File: src/rtl/sector_buffer_cache_lru_unit_defines.svh
// Assertion macros for the sector buffer cache RTL, used by the sequencer.
// Depends on nothing; users must have clk_i and rst_ni in scope.
`ifndef SECTOR_BUFFER_CACHE_LRU_UNIT_DEFINES_SVH
`define SECTOR_BUFFER_CACHE_LRU_UNIT_DEFINES_SVH
`ifndef SYNTHESIS
`define SCB_ASSERT(lbl, prop, msg) \
  lbl: assert property (@(posedge clk_i) disable iff (!rst_ni) (prop)) else $error(msg);
`define SCB_ASSERT_NEXT(lbl, ante, cons, msg) \
  lbl: assert property (@(posedge clk_i) disable iff (!rst_ni) (ante) |=> (cons)) \
    else $error(msg);
`else
`define SCB_ASSERT(lbl, prop, msg)
`define SCB_ASSERT_NEXT(lbl, ante, cons, msg)
`endif
`endif

File: src/rtl/scb_pkg.sv
// Package for the sector buffer cache: word types, codes and defaults.
// Used by the top level, the sequencer and the datapath; depends on nothing.
`timescale 1ns / 1ps
package scb_pkg;

  localparam int CACHE_ENTRIES_DEF    = 64;
  localparam int SECTOR_WORDS_DEF     = 64;
  localparam int SECTOR_ADDR_BITS_DEF = 24;

  localparam logic [1:0] KIND_READ  = 2'd0;
  localparam logic [1:0] KIND_WRITE = 2'd1;
  localparam logic [1:0] KIND_FILL  = 2'd2;
  localparam logic [1:0] KIND_FLUSH = 2'd3;

  localparam logic [2:0] RESP_READ  = 3'd0;
  localparam logic [2:0] RESP_WRITE = 3'd1;
  localparam logic [2:0] RESP_DISK  = 3'd2;
  localparam logic [2:0] RESP_FLUSH = 3'd3;
  localparam logic [2:0] RESP_ERROR = 3'd4;

  localparam logic REG_DISK_SECTORS = 1'b0;
  localparam logic REG_ENTRIES      = 1'b1;

  typedef struct packed {
    logic [1:0]  kind;
    logic [23:0] sector;
    logic [5:0]  word_index;
    logic [63:0] data_in;
    logic [7:0]  byte_enable;
  } in_t;

  typedef struct packed {
    logic [2:0]  resp_kind;
    logic [63:0] data_out;
    logic [23:0] disk_sector;
    logic [5:0]  out_word;
    logic        fetch_request;
    logic [23:0] fetch_sector;
    logic        last;
  } out_t;

  typedef struct packed {
    logic [24:0] disk_sectors;
    logic [6:0]  entries_in_use;
  } cfg_t;

  typedef enum logic [3:0] {
    OP_NONE, OP_LOAD, OP_SCAN, OP_ERR, OP_FLUSH_ALL, OP_SEL_DIRTY, OP_SEL_VICTIM,
    OP_HIT, OP_ALLOC_FETCH, OP_ALLOC, OP_CLR_DIRTY, OP_WB, OP_FILL_WR, OP_FILL_DONE,
    OP_ACC_RD, OP_ACC_DONE
  } op_e;

  typedef struct packed {
    op_e op;
  } cmd_t;

  typedef struct packed {
    logic [1:0] kind;
    logic       pend_on;
    logic       oor;
    logic       scan_done;
    logic       hit;
    logic       dfound;
    logic       vdirty;
    logic       fill_last;
    logic       wb_done;
  } sts_t;

endpackage

File: src/rtl/scb_ctrl.sv
// Sequencer of the sector buffer cache: one item at a time.
// Depends on scb_pkg and the assertion macro header.
`timescale 1ns / 1ps
`include "sector_buffer_cache_lru_unit_defines.svh"
module scb_ctrl import scb_pkg::*; (
  input  logic clk_i,
  input  logic rst_ni,
  input  logic start_i,
  output logic busy_o,
  input  sts_t sts_i,
  output cmd_t cmd_o
);
  typedef enum logic [3:0] {
    ST_IDLE, ST_DISPATCH, ST_SCAN, ST_DECIDE, ST_VCHK, ST_WB, ST_FILL_DONE,
    ST_ACC_ADDR, ST_ACC_USE
  } state_e;

  state_e st_q, st_d;
  op_e    op;
  logic   is_flush;

  assign is_flush = (sts_i.kind == KIND_FLUSH);

  always_comb begin
    st_d = st_q;
    op   = OP_NONE;
    case (st_q)
      ST_IDLE: begin
        if (start_i) begin
          op   = OP_LOAD;
          st_d = ST_DISPATCH;
        end
      end
      ST_DISPATCH: begin
        if (sts_i.kind == KIND_FILL) begin
          if (!sts_i.pend_on) begin
            st_d = ST_IDLE;
          end else begin
            op   = OP_FILL_WR;
            st_d = sts_i.fill_last ? ST_FILL_DONE : ST_IDLE;
          end
        end else if (sts_i.pend_on || (!is_flush && sts_i.oor)) begin
          op   = OP_ERR;
          st_d = ST_IDLE;
        end else begin
          st_d = ST_SCAN;
        end
      end
      ST_SCAN: begin
        if (sts_i.scan_done) begin
          st_d = ST_DECIDE;
        end else begin
          op = OP_SCAN;
        end
      end
      ST_DECIDE: begin
        if (is_flush) begin
          if (sts_i.dfound) begin
            op   = OP_SEL_DIRTY;
            st_d = ST_WB;
          end else begin
            op   = OP_FLUSH_ALL;
            st_d = ST_IDLE;
          end
        end else if (sts_i.hit) begin
          op   = OP_HIT;
          st_d = ST_ACC_ADDR;
        end else begin
          op   = OP_SEL_VICTIM;
          st_d = ST_VCHK;
        end
      end
      ST_VCHK: begin
        if (sts_i.vdirty) begin
          st_d = ST_WB;
        end else begin
          op   = OP_ALLOC_FETCH;
          st_d = ST_IDLE;
        end
      end
      ST_WB: begin
        if (sts_i.wb_done) begin
          op   = is_flush ? OP_CLR_DIRTY : OP_ALLOC;
          st_d = ST_IDLE;
        end else begin
          op = OP_WB;
        end
      end
      ST_FILL_DONE: begin
        op   = OP_FILL_DONE;
        st_d = ST_ACC_ADDR;
      end
      ST_ACC_ADDR: begin
        op   = OP_ACC_RD;
        st_d = ST_ACC_USE;
      end
      ST_ACC_USE: begin
        op   = OP_ACC_DONE;
        st_d = ST_IDLE;
      end
      default: st_d = ST_IDLE;
    endcase
  end

  always_ff @(posedge clk_i or negedge rst_ni) begin
    if (!rst_ni) begin
      st_q <= ST_IDLE;
    end else begin
      st_q <= st_d;
    end
  end

  assign busy_o    = (st_q != ST_IDLE);
  assign cmd_o.op  = op;

  `SCB_ASSERT_NEXT(a_accept_busy, start_i && !busy_o, st_q == ST_DISPATCH, "accept lost")
  `SCB_ASSERT_NEXT(a_wb_holds, st_q == ST_WB && !sts_i.wb_done, st_q == ST_WB, "wb cut short")
  `SCB_ASSERT_NEXT(a_acc_ends, st_q == ST_ACC_USE, st_q == ST_IDLE, "access did not end")
endmodule

File: config.mk
export PLATFORM = sky130hd
export DESIGN_NAME = scb_ctrl
export DESIGN_NICKNAME = d
export VERILOG_FILES = /design/src/rtl/scb_pkg.sv /design/src/rtl/scb_ctrl.sv
export VERILOG_INCLUDE_DIRS = /design/src /design/src/rtl
export SDC_FILE = /design/constraint.sdc
export NUM_CORES = 1
export LEC_CHECK = 0
export BUFFER_PORTS_ARGS = -buffer_cell sky130_fd_sc_hd__buf_2
export CAP_MARGIN = 5
export CORE_AREA = 2 2 39 41
export DETAILED_ROUTE_END_ITERATION = 12
export DIE_AREA = 0 0 41 43
export HOLD_SLACK_MARGIN = 0.08
export PLACE_DENSITY = 0.73
export RECOVER_POWER = 100
export SLEW_MARGIN = 20
export SYNTH_ARGS = -nofsm -noshare
export SYNTH_HDL_FRONTEND = slang
export SYNTH_SLANG_ARGS = --single-unit
File: constraint.sdc
create_clock -name clk_i -period 2.7 [get_ports clk_i]
set_input_delay 0.135 -clock clk_i [delete_from_list [all_inputs] [get_ports clk_i]]
set_output_delay 0.135 -clock clk_i [all_outputs]
set_load 0.05 [all_outputs]
### Word-level counts from Yosys, hierarchy flattened

Cells that the tools add are included.

| storage, ports and cells | value |
|---|---|
| flip-flop bits (word level) | 4 |
| memories kept | 0 |
| ROM bits | 0 |
| bits in writable memories | 0 |
| bits in latches | 0 |
| bits of input ports | 13 |

| operators by class | value |
|---|---|
| bitwise logic cells | 0 |
| muxes and demuxes | 24 |
| reductions and logical operators | 6 |
| add/subtract/negate cells | 0 |
| shift-type cells | 0 |
| equal/unequal tests | 13 |
| div/mod/pow operators | 0 |
| order comparisons | 0 |
| multiply operators | 0 |

Operators by type and width:

| operator | count |
|---|---|
| 4-bit 2-to-1 mux | 9 |
| 4-bit one-hot mux with 9 select lines | 1 |
| 4-bit one-hot mux with 8 select lines | 1 |
| 4-bit by 3-bit equality test with 1-bit output (second input constant) | 4 |
| 2-bit 2-to-1 mux | 6 |
| 3-bit 2-to-1 mux | 4 |
| 4-bit by 2-bit equality test with 1-bit output (second input constant) | 2 |
| 2-bit != test (second input constant) | 3 |
| 2-bit equality test (second input constant) | 2 |
| 4-bit by 1-bit equality test with 1-bit output (second input constant) | 1 |
| 4-bit equality test (second input constant) | 1 |
| 4-bit zero test | 1 |
| 4-bit nonzero test | 1 |
| 1-bit 2-to-1 mux | 3 |
| 3-bit AND reduction | 1 |
| 1-bit logical AND | 1 |
| 1-bit zero test | 1 |
| 1-bit logical OR | 1 |

### Logic depth before layout (Yosys ltp)

Gate-level depths: netlist of run 1.

| logic depth | value |
|---|---|
| depth in word-level cells | 7 |
| mapped depth | 5 |

### Worst setup path after synthesis of run 1

Ideal clock, no wire load.

| path | value |
|---|---|
| kind | flip-flop to output port |
| from | register st_q[2] |
| to | output cmd_o[1] (netlist bit) |
| path slack | 0.867 ns |
| stages on the path, launching flop included | 6 |
| arrival time | 1.698 ns |
| cells stage by stage | dfrtp_1 -> buf_2 -> nor2b_1 -> nor3b_1 -> a21oi_1 -> o211ai_1 |

RTL lines:

| what | RTL line | RTL |
|---|---|---|
| start, declared | scb_ctrl.sv:18 | `state_e st_q, st_d;` |
| start signal, assigned | scb_ctrl.sv:109 | `st_q <= st_d;` |
| end, declared | scb_ctrl.sv:11 | `output cmd_t cmd_o` |

==> impl_metrics.ini, run 1 <==
[pwr]
p_per_area_nw_per_um2 = 1250
p_seq_share_pct = 23.8
swShare_pct = 61.6
p_leak_nw = 0.234
peakVddDrop_mv = 0.314
p_switching_uw = 439
p_clk_share_pct = 10.6
intPower_uw = 274
pwr-share-comb_pct = 65.6

[timing]
rsz0062_at_grt = false
fmax_mhz = 449
hold_viol = 0
setup-tns-final_ps = 0
maxSlewHeadroom_pct = 60.7
finalSetupViolations = 0
fin_crit_sh_pct = 82.5
finClkSkew_ps = 5.34
min_period_ps = 2230
whs_ps = 234
worst_pin_slew_ps = 592
final.setup.worst_slack_ps = 472
report.final.slew_viol_count = 0

[logic_synthesis]
synth_warnings = 0
synth_nets = 80
synthArstFlopShare_pct = 100
syn_area_sq_um = 474
synth_edf_count = 0
yosysTopAreaCellShare_pct = 21.1
netlist_top_cells_area = dfrtp_1 21%, o21ai_0 6.3%, nor2_1 6.3%, o211ai_1 6.3%, a21oi_1 5.3%
synth_area_per_cell_sq_um = 7.08
synth_common_cells = 8 x nor2_1, 6 x o21ai_0, 5 x a21oi_1, 5 x nor3_1
synthDistinctLibCells = 27
yosysMostFrequentCell = nor2_1
ys.flop_type = dfrtp_1
ys_ff_latch = 4
seq_area_frac_synth_pct = 21.1
synth_top_area_cell = dfrtp_1
syn_inst = 67

[clocking]
post-cts-setup-buffers = 0
cts_max_path_buffers = 2
cts_htree_levels = 1
cts_buffers = 3
cts_sinks = 4
clk_latency_ps = 240
clkTransAtPathRegs_ps = 40
cts_root_buffer = clkbuf_4
tritoncts = built

[worst_setup_path]
endpoint_kind = primary output
crit_fanout = 18
worstPathArrival_ps = 2090
cpPeakStageDelay_ps = 630
critPathBufInv = 1
crit_type = reg -> out
cpMaxStageDelayCell = dfrtp_1
critPathRequiredTime_ps = 2570
path_cells = nor2b_1, nor3b_1, a21oi_1, o211ai_1, clkbuf_1
cpLargestDelayFamily = flip-flops
start_kind = flop

[drt]
vias_per_cell = 5.53
vias = 542
wl_per_cell_microns = 12.2
ant_nets = 0
drt_pass1_iterations = 4
first_iter_violations = 11
drc = 0
drt_wl_total_mm = 1.19

[placed_design]
portBuffers = 17
pre_cts_ws_ps = 956
dp.cells = 94
dp_hpwl_microns = 886
place_congestion = 0.819

[finish]
finalNonFillerCells = 98
area_delta_synth_final_pct = 20.3
largest_reg_flops = 4
top_regs = st_q (4)
fin_nets = 97
drive_gt1_share_pct = 22.0
insertedDiodeCount = 0
largest_register = st_q

[global_route]
grt_max_degree = 20
grt_pass1_wl_mm = 2.04
grt_use_total_pct = 17.2
grt_pass1_vias = 495
gr-total-overflow = 0
antenna_found_initial = 0

[floorplanning]
pin_count = 18
die_h_microns = 43
die_area_sq_um = 1760
rows = 14
coreArea_sq_um = 1380
initial_core_util_pct = 34.3
die_w_microns = 41

[outcome]
status = completed

[job]
maxCapViolCount = 0

[min_path]
holdCritPathClass = in -> reg
## final cells by class
cell class / instances / area (sq um)
fillers: 160 / 813
well taps: 16 / 20.0
repair buffers: 18 / 87.6
clock buffers: 3 / 22.5
inverters: 3 / 11.3
multi-input cells: 54 / 329
flip-flops and latches: 4 / 100
## power by group through the flow
| stage | Sequential, mW | Clock, mW | Combinational [mW] |
|---|---|---|---|
| 3_5_place_dp | 0.167 | 0 | 0.482 |
| 5_1_grt | 0.179 | 0.0838 | 0.512 |
| 2_1_floorplan | 0.0895 | 0 | 0.486 |
| 4_1_cts | 0.167 | 0.0778 | 0.485 |
| 6_report | 0.170 | 0.0758 | 0.468 |
| 3_3_place_gp | 0.165 | 0 | 0.480 |
## placed cells by master (no fill, tap or decap), types with 2 or more instances in the layout
cell type | netlist | routed
nand3b_1 | 2 | 2
o2bb2ai_1 | 2 | 2
nor2_1 | 8 | 8
a21oi_1 | 5 | 5
nor3_1 | 5 | 5
clkbuf_1 | 1 | 6
dfrtp_1 | 4 | 4
a211oi_1 | 2 | 2
inv_1 | 3 | 3
a31oi_1 | 3 | 3
nor2b_1 | 2 | 2
buf_2 | 3 | 11
clkbuf_4 | 0 | 3
nand2_1 | 4 | 4
o21ai_0 | 6 | 6
o211ai_1 | 4 | 4
## routing by layer
metal / track usage (%) / wire length [microns] / up-vias
met5: 0 / 0 / -
met4: 12.0 / 38 / 0
met3: 3.14 / 59 / 5
met2: 25.3 / 563 / 18
met1: 21.4 / 532 / 240
li1: - / - / 279
## final timing paths
path | from | to | slack, ps | depth (start not counted)
min in group asynchronous | rst_ni | st_q[0] | 250 | 2
worst max register to register | st_q[1] | st_q[0] | 1240 | 4
max in group asynchronous | rst_ni | st_q[2] | 2270 | 2
worst min-delay path | sts_i[0] | st_q[0] | 230 | 4
worst min register to register | st_q[3] | st_q[1] | 680 | 1
worst max-delay path | st_q[1] | cmd_o[1] | 470 | 5
## worst register-to-register path, cell delays in order, from the launching register on
cell and delay [ps]:
dfrtp_1 630, nor2b_1 230, nor3b_1 270, nor2_1 70, o2bb2ai_1 140
## kinds of logic (layout without fill, tap and decap cells)
logic type / Yosys count / after routing / share of synthesized area (%)
multiplexers: 2 / 2 / 5.54
AO/OA/AOI/OAI: 27 / 27 / 36.9
flip-flops: 4 / 4 / 21.1
AND/OR/NAND/NOR: 25 / 25 / 26.9
buffers and inverters: 9 / 24 / 9.50
## repair_timing
item / 4_1_cts / 5_1_grt
hold endpoints to repair: 4 / 0
setup endpoints to repair: 0 / 0
resized for setup: 0 / 0
hold buffers: 1 / 0
## per-stage QoR
step | power [mW] | instance area, sq um | util [%]
after floorplan | 0.576 | 474 | -
after global placement | 0.645 | 546 | 39.4
after detailed placement | 0.650 | 546 | 39.4
after CTS | 0.729 | 578 | 41.8
after global routing | 0.775 | 571 | 41.2
final | 0.713 | 571 | 41.2
Note: power is estimated with default switching activity, not from simulation.
==> inputs of run 2 (changes only) <==
==> constraint.sdc (replaced) <==
create_clock -name clk_i -period 2.1 [get_ports clk_i]
set_input_delay 0.105 -clock clk_i [delete_from_list [all_inputs] [get_ports clk_i]]
set_output_delay 0.105 -clock clk_i [all_outputs]
set_load 0.05 [all_outputs]
==> run 2 against run 1 <==
Net effect:
- register-to-register slack worse by 580 ps
- via count is 2.2% lower
- count of clock-buffer cells in the layout stayed put
- utilization is 0.90 points higher
- wire length is 3.2% lower
- final area is 2.2% higher
- non-clock buffer count is 1 higher
==> impl_metrics.ini, run 2 (synthesis results as in run 1) <==
[worst_setup_path]
worstPathArrival_ps = 1790
r2r-start = st_q[1]
ff2ff_setup_slack_ps = 660
start_kind = flop
critPathRequiredTime_ps = 2000
crit_end = cmd_o[1]
crit_type = reg -> out
cpLargestDelayFamily = flip-flops
endpoint_kind = primary output
cp.depth = 5
setup.worst_path.start = st_q[2]
cpMaxStageDelayCell = dfrtp_1
crit_fanout = 19
r2r-end = st_q[2]
path_cells = nor2b_1, nor3b_1, a21oi_1, o211ai_1, buf_2
reg2regPathDepth = 4
critPathBufInv = 1
cpPeakStageDelay_ps = 550

[global_route]
grt_pass1_vias = 467
grt_use_total_pct = 16.0
grt_pass1_wl_mm = 1.97
gr-total-overflow = 0
antenna_found_initial = 0
grt_max_degree = 20

[timing]
maxSlewHeadroom_pct = 60.7
hold_viol = 0
finClkSkew_ps = 5.14
whs_ps = 207
final.setup.worst_slack_ps = 206
rsz0062_at_grt = false
setup-tns-final_ps = 0
worst_pin_slew_ps = 591
fin_crit_sh_pct = 90.2
fmax_mhz = 528
min_period_ps = 1890
report.final.slew_viol_count = 0
finalSetupViolations = 0

[pwr]
p_switching_uw = 566
p_per_area_nw_per_um2 = 1620
power_uw = 945
pwr-share-comb_pct = 68.8
intPower_uw = 378
p_seq_share_pct = 21.0
p_clk_share_pct = 10.2
swShare_pct = 60.0
p_leak_nw = 0.252
peakVddDrop_mv = 0.408

[drt]
ant_nets = 0
first_iter_violations = 9
vias = 530
wl_per_cell_microns = 11.7
drt_pass1_iterations = 5
vias_per_cell = 5.35
drt_wl_total_mm = 1.15
drc = 0

[clocking]
cts_resized = 0
cts_htree_levels = 1
clkTransAtPathRegs_ps = 40
tritoncts = built
cts_root_buffer = clkbuf_4
cts_buffers = 3
cts_sinks = 4
clk_latency_ps = 240
cts_max_path_buffers = 2

[finish]
drive_gt1_share_pct = 27.7
largest_register = st_q
insertedDiodeCount = 0
fin_nets = 98
final_common_cell = buf_2
area_delta_synth_final_pct = 23.0
largest_reg_flops = 4
top_regs = st_q (4)
finalNonFillerCells = 99
final_cell_mix = 12 x buf_2, 8 x nor2_1, 6 x o21ai_0, 5 x nor3_1, 5 x a21oi_1

[placed_design]
pre_cts_ws_ps = 446
place_congestion = 0.808
portBuffers = 17
dp.cells = 95
dp_hpwl_microns = 881

[min_path]
hold_depth = 4
holdCritPathClass = in -> reg

[job]
maxCapViolCount = 0

[floorplanning]
rows = 14
die_area_sq_um = 1760
initial_core_util_pct = 34.3
pin_count = 18
die_h_microns = 43
die_w_microns = 41
coreArea_sq_um = 1380

[outcome]
status = completed
[run 2: area by class of cell]
class	count	area (sq um)
inverters	3	11.3
clock buffers	3	22.5
multi-input cells	54	329
flip-flops and latches	4	100
fillers	144	801
repair buffers	19	100
well taps	16	20.0
[run 2: worst min-delay path by stage]
stage,start,end
final,sts_i[0],st_q[0]
after global routing,sts_i[0],st_q[0]
after CTS,rst_ni,st_q[3]
after detailed placement,rst_ni,st_q[1]
after global placement,rst_ni,st_q[1]
after floorplan,rst_ni,st_q[0]
[run 2: power by group through the flow]
stage | logic [mW] | registers (mW) | clock network, mW
2_1_floorplan | 0.625 | 0.115 | 0
3_3_place_gp | 0.649 | 0.194 | 0
3_5_place_dp | 0.654 | 0.197 | 0
4_1_cts | 0.658 | 0.197 | 0.0976
5_1_grt | 0.710 | 0.207 | 0.104
6_report | 0.650 | 0.198 | 0.0961
[run 2: layer usage]
| layer | vias to the layer above | track usage [%] | share of wire (%) | wire, microns |
|---|---|---|---|---|
| li1 | 280 | - | - | - |
| met3 | 2 | 3.14 | 6.0 | 69 |
| met1 | 228 | 21.9 | 47 | 540 |
| met5 | - | 0 | 0 | 0 |
| met4 | 0 | 6.00 | 1.6 | 19 |
| met2 | 20 | 23.8 | 45 | 524 |
[run 2: repair_timing]
| action | in CTS | in global routing |
|---|---|---|
| endpoints found under the hold margin | 4 | 0 |
| hold buffers | 1 | 0 |
| setup buffers | 0 | 0 |
[run 2: stage by stage]
step / area, sq um / utilization (%)
5_1_grt: 583 / 42.1
6_report: 583 / 42.1
3_3_place_gp: 553 / 40.0
3_5_place_dp: 553 / 40.0
2_1_floorplan: 474 / -
4_1_cts: 586 / 42.3
[run 2: worst min-delay path, stage by stage]
cell,delay [ps]
buf_2,90
nor3_1,60
nand2_1,60
o2bb2ai_1,70
